==> config.mk <==
export PLATFORM = sky130hd
export DESIGN_NAME = g2e_dly
export DESIGN_NICKNAME = d
export VERILOG_FILES = /design/src/hdl/g2e_dly.sv
export SDC_FILE = /design/constraint.sdc
export NUM_CORES = 1
export LEC_CHECK = 0
export BUFFER_PORTS_ARGS = -buffer_cell sky130_fd_sc_hd__buf_4
export CORE_MARGIN = 4
export CORE_UTILIZATION = 53
export CTS_BUF_LIST = sky130_fd_sc_hd__clkbuf_8 sky130_fd_sc_hd__clkbuf_16
export CTS_CLUSTER_DIAMETER = 150
export DETAILED_ROUTE_END_ITERATION = 12
export PLACE_DENSITY = 0.9
export SLEW_MARGIN = 10
export SYNTH_ARGS = -nofsm -noshare
export SYNTH_HDL_FRONTEND = slang
export SYNTH_SLANG_ARGS = --single-unit
==> constraint.sdc <==
create_clock -name clk_i -period 1 [get_ports clk_i]
set_clock_uncertainty 0.15 [all_clocks]
set_input_delay 0 -clock clk_i [delete_from_list [all_inputs] [get_ports clk_i]]
set_output_delay 0 -clock clk_i [all_outputs]
set_load 0.005 [all_outputs]
==> src/hdl/g2e_dly.sv <==
// Enabled delay line for data that travels beside the arithmetic stages.
`timescale 1ns / 1ps
module g2e_dly #(
  parameter int unsigned Width = 64,
  parameter int unsigned Depth = 3
) (
  input  logic             clk_i,
  input  logic             en_i,
  input  logic [Width-1:0] d_i,
  output logic [Width-1:0] q_o
);
  logic [Width-1:0] dq_q [Depth];

  always_ff @(posedge clk_i) begin
    if (en_i) begin
      dq_q[0] <= d_i;
      for (int k = 1; k < Depth; k++) dq_q[k] <= dq_q[k-1];
    end
  end

  assign q_o = dq_q[Depth-1];
endmodule

### After elaboration in Yosys (flattened, before gate mapping)

Memories as Yosys holds them, arrays and structs flattened.
Cells that the tools add are included.

| word-level totals | value |
|---|---|
| flip-flop bits (word level) | 0 |
| memory bits (writable) | 192 |
| input bits | 66 |
| output and inout port bits | 64 |
| word-level logic and storage cells | 3 |
| memories | 1 |

| cells by class | value |
|---|---|
| muxes and demuxes | 2 |

Memories:

| name | words | bits a word | rd ports | clocked after Yosys merged registers in | wr ports | RTL line | text |
|---|---|---|---|---|---|---|---|
| dq_q | 3 | 64 | 3 | 0 | 3 | 12 | `logic [Width-1:0] dq_q [Depth];` |

Operators with widths:

| cell | number |
|---|---|
| 1-bit 2-to-1 mux | 2 |

### Logic depth before layout (Yosys ltp)

| logic depth | value |
|---|---|
| word-level depth | 2 |
| depth in mapped cells | 1 |
| gate-level depth less buffers | 0 |

### Least setup slack after synthesis

No wires, ideal clock.

| timing | value |
|---|---|
| path kind | reg-to-reg |
| start | memory dq_q[0][36] |
| end | memory dq_q[1][36] (netlist: dq_q[0][100]), data pin |
| setup time | 266 ps |
| arrival time | 323 ps |
| required time | 584 ps |
| path slack | 261 ps |
| stages on the path, launching flop included | 1 |
| path buffers | 0 |
| period minus slack after synthesis | 739 ps |
| cell sequence | edfxtp_1 |

RTL lines:

| item | RTL line |
|---|---|
| start, declared | 12 |

==> metrics.yaml <==
status: "complete, but fails checks"
failed_checks: "negative hold slack, negative setup slack"
antenna_cells: 0
htreeDepth: 4
path_depth: 1
insertion_delay_ns: 0.41
wl_per_cell_um: 16.22
rsz0062_at_grt: "true"
worstPathRequired_ns: 0.85
maxCapViolCount: 0
final_cells: 572
crit_path_cell_trace: "buf_6"
yosysTopAreaCell: "edfxtp_1"
worst_slack_ns: -0.1172
dp_hpwl_um: 5660
post_cts_buffers: 0
synthTopCellsByArea: "edfxtp_1 (92%), buf_4 (7.7%)"
worst_slew_pin_slew_ns: 0.2079
path_delay_family: "flip-flops"
largest_reg_flops: 192
cts_root_buffer: "clkbuf_16"
post-route-util_pct: 73.63
layout-drive-gt1-share_pct: 38.23
hold_path_class: "input pin to flip-flop"
grt_max_degree: 32
drt_iter0_drc: 124
routed_wl_um: 9275
max_stage_delay_ns: 0.42
cp-end-kind: "output port"
cp_slowest_cell: "edfxtp_1"
relSlewSlack_pct: 86.14
finalCritPeriodShare_pct: 111.7
overflow: 0
crit_start: "dq_q[0][187]"
vdd_drop_max_uv: 1413
port-buffer-count: 129
worstReg2RegEnd: "dq_q[0][144]"
nets: 484
post-place-ws_ns: 0.05657
r2r-start: "dq_q[0][80]"
cts_hold_buffers: 65
multi_input_cells: 0
grt_pass1_vias: 2716
synth_cell_types: 2
firstDrtPassIters: 4
drt_drc_violations_left: 0
syn_area_um2: 6246
areaGrowthSynthToFinish_pct: 35.18
syn_inst: 256
viasPerCell: 4.474
vias: 2559
cts_tree: "yes"
slew_viol_final: 0
coreArea_um2: 11470
regMostFlops: "dq_q"
post-route-min-period_ns: 1.117
multi_input_area_um2: 0
cellPowerDensity_nw_per_um2: 2064
grt_pass1_wl_um: 13750
yosysWarnings: 0
reg2reg_slack_ns: 0.19
power.total_uw: 17430
ios: 130
holdWs_ns: -0.1671
cts_buffers: 17
critPathLaunchType: "flip-flop"
ys_ff_latch: 192
synth_area_per_cell_um2: 24.40
rows: 39
worstRegToRegCells: 0
die_y_um: 116.6
reg_top3: "dq_q: 192 flops"
grt.total_usage_pct: 14.23
clock_path_buffers: 2
syn_nets: 322
cp_num_buf_inv: 1
clock-sinks: 192
start_util_pct: 54.47
arrival_ns: 0.97
drtAntennaViolNets: 0
clk_pin_slew_ns: 0.06
timing.fmax_mhz: 895.1
path_class: "flip-flop to output port"
antenna_found_initial: 0
hold_viol_final: 9
crit_end: "q_o[59]"
finalSetupViolCount: 64
place.gp.congestion: 0.7141
netlist.area_leader.share_pct: 92.31
crit_path_max_fanout: 1
p_leak_uw: 0.003201
seq_area_frac_synth_pct: 92.31
fp.dieW_um: 116.6
fp.dieArea_um2: 13590
placed_cells: 477
power by group:
group	internal, uW	leakage [uW]	total (uW)	switching, uW
sequential	9510	0.00188	9680	160
clock	4330	0.000308	6830	2500
combinational	596	0.00101	919	324
cell type report:
type,count,area [um^2]
fillers,649,3024
flip-flops and latches,192,5766
clock buffers,17,425.4
clock inverters,13,180.2
repair buffers,207,1893
well taps,143,178.9
Yosys cell counts:
master    instances
edfxtp_1        192
buf_4            64
kinds of logic (layout without fill, tap and decap cells):
group    Yosys count  count (layout)  share of synthesized area [%]
buf+inv           64             237                          7.692
flops            192             192                          92.31
layout by cell type (no fill, tap or decap):
cell type / netlist / final
buf_12: 0 / 4
buf_4: 64 / 105
buf_6: 0 / 32
bufinv_16: 0 / 5
clkbuf_16: 0 / 17
clkbuf_8: 0 / 1
clkinv_1: 0 / 4
dlygate4sd3_1: 0 / 65
edfxtp_1: 192 / 192
inv_1: 0 / 4
repair_timing:
action,4_1_cts,5_1_grt
endpoints found under the hold margin,119,22
pin swaps,0,0
endpoints found under the setup margin,64,64
gates resized for setup,8,24
worst min-delay path by stage:
stage,start,to,cells after the start
3_5_place_dp,d_i[9],dq_q[0][9],1
6_report,en_i,dq_q[0][74],1
3_3_place_gp,d_i[59],dq_q[0][59],1
2_1_floorplan,d_i[0],dq_q[0][0],0
4_1_cts,en_i,dq_q[0][33],1
5_1_grt,en_i,dq_q[0][74],1
stage by stage:
stage | cell area [um^2] | TNS (ns)
6_report | 8443 | -4.855
5_1_grt | 8443 | -7.877
4_1_cts | 8353 | -6.361
3_5_place_dp | 7067 | 0
3_3_place_gp | 7067 | 0
2_1_floorplan | 6246 | 0
per-layer routing:
metal  vias to the layer above  track usage [%]  share of wire, %
li1                       1235                -                 -
met1                      1209            15.11                36
met2                        95            24.26                54
met3                        20            5.907               7.9
met4                         0            7.492               2.6
met5                         -                0                 0
Power figures use the tool's default switching activity.
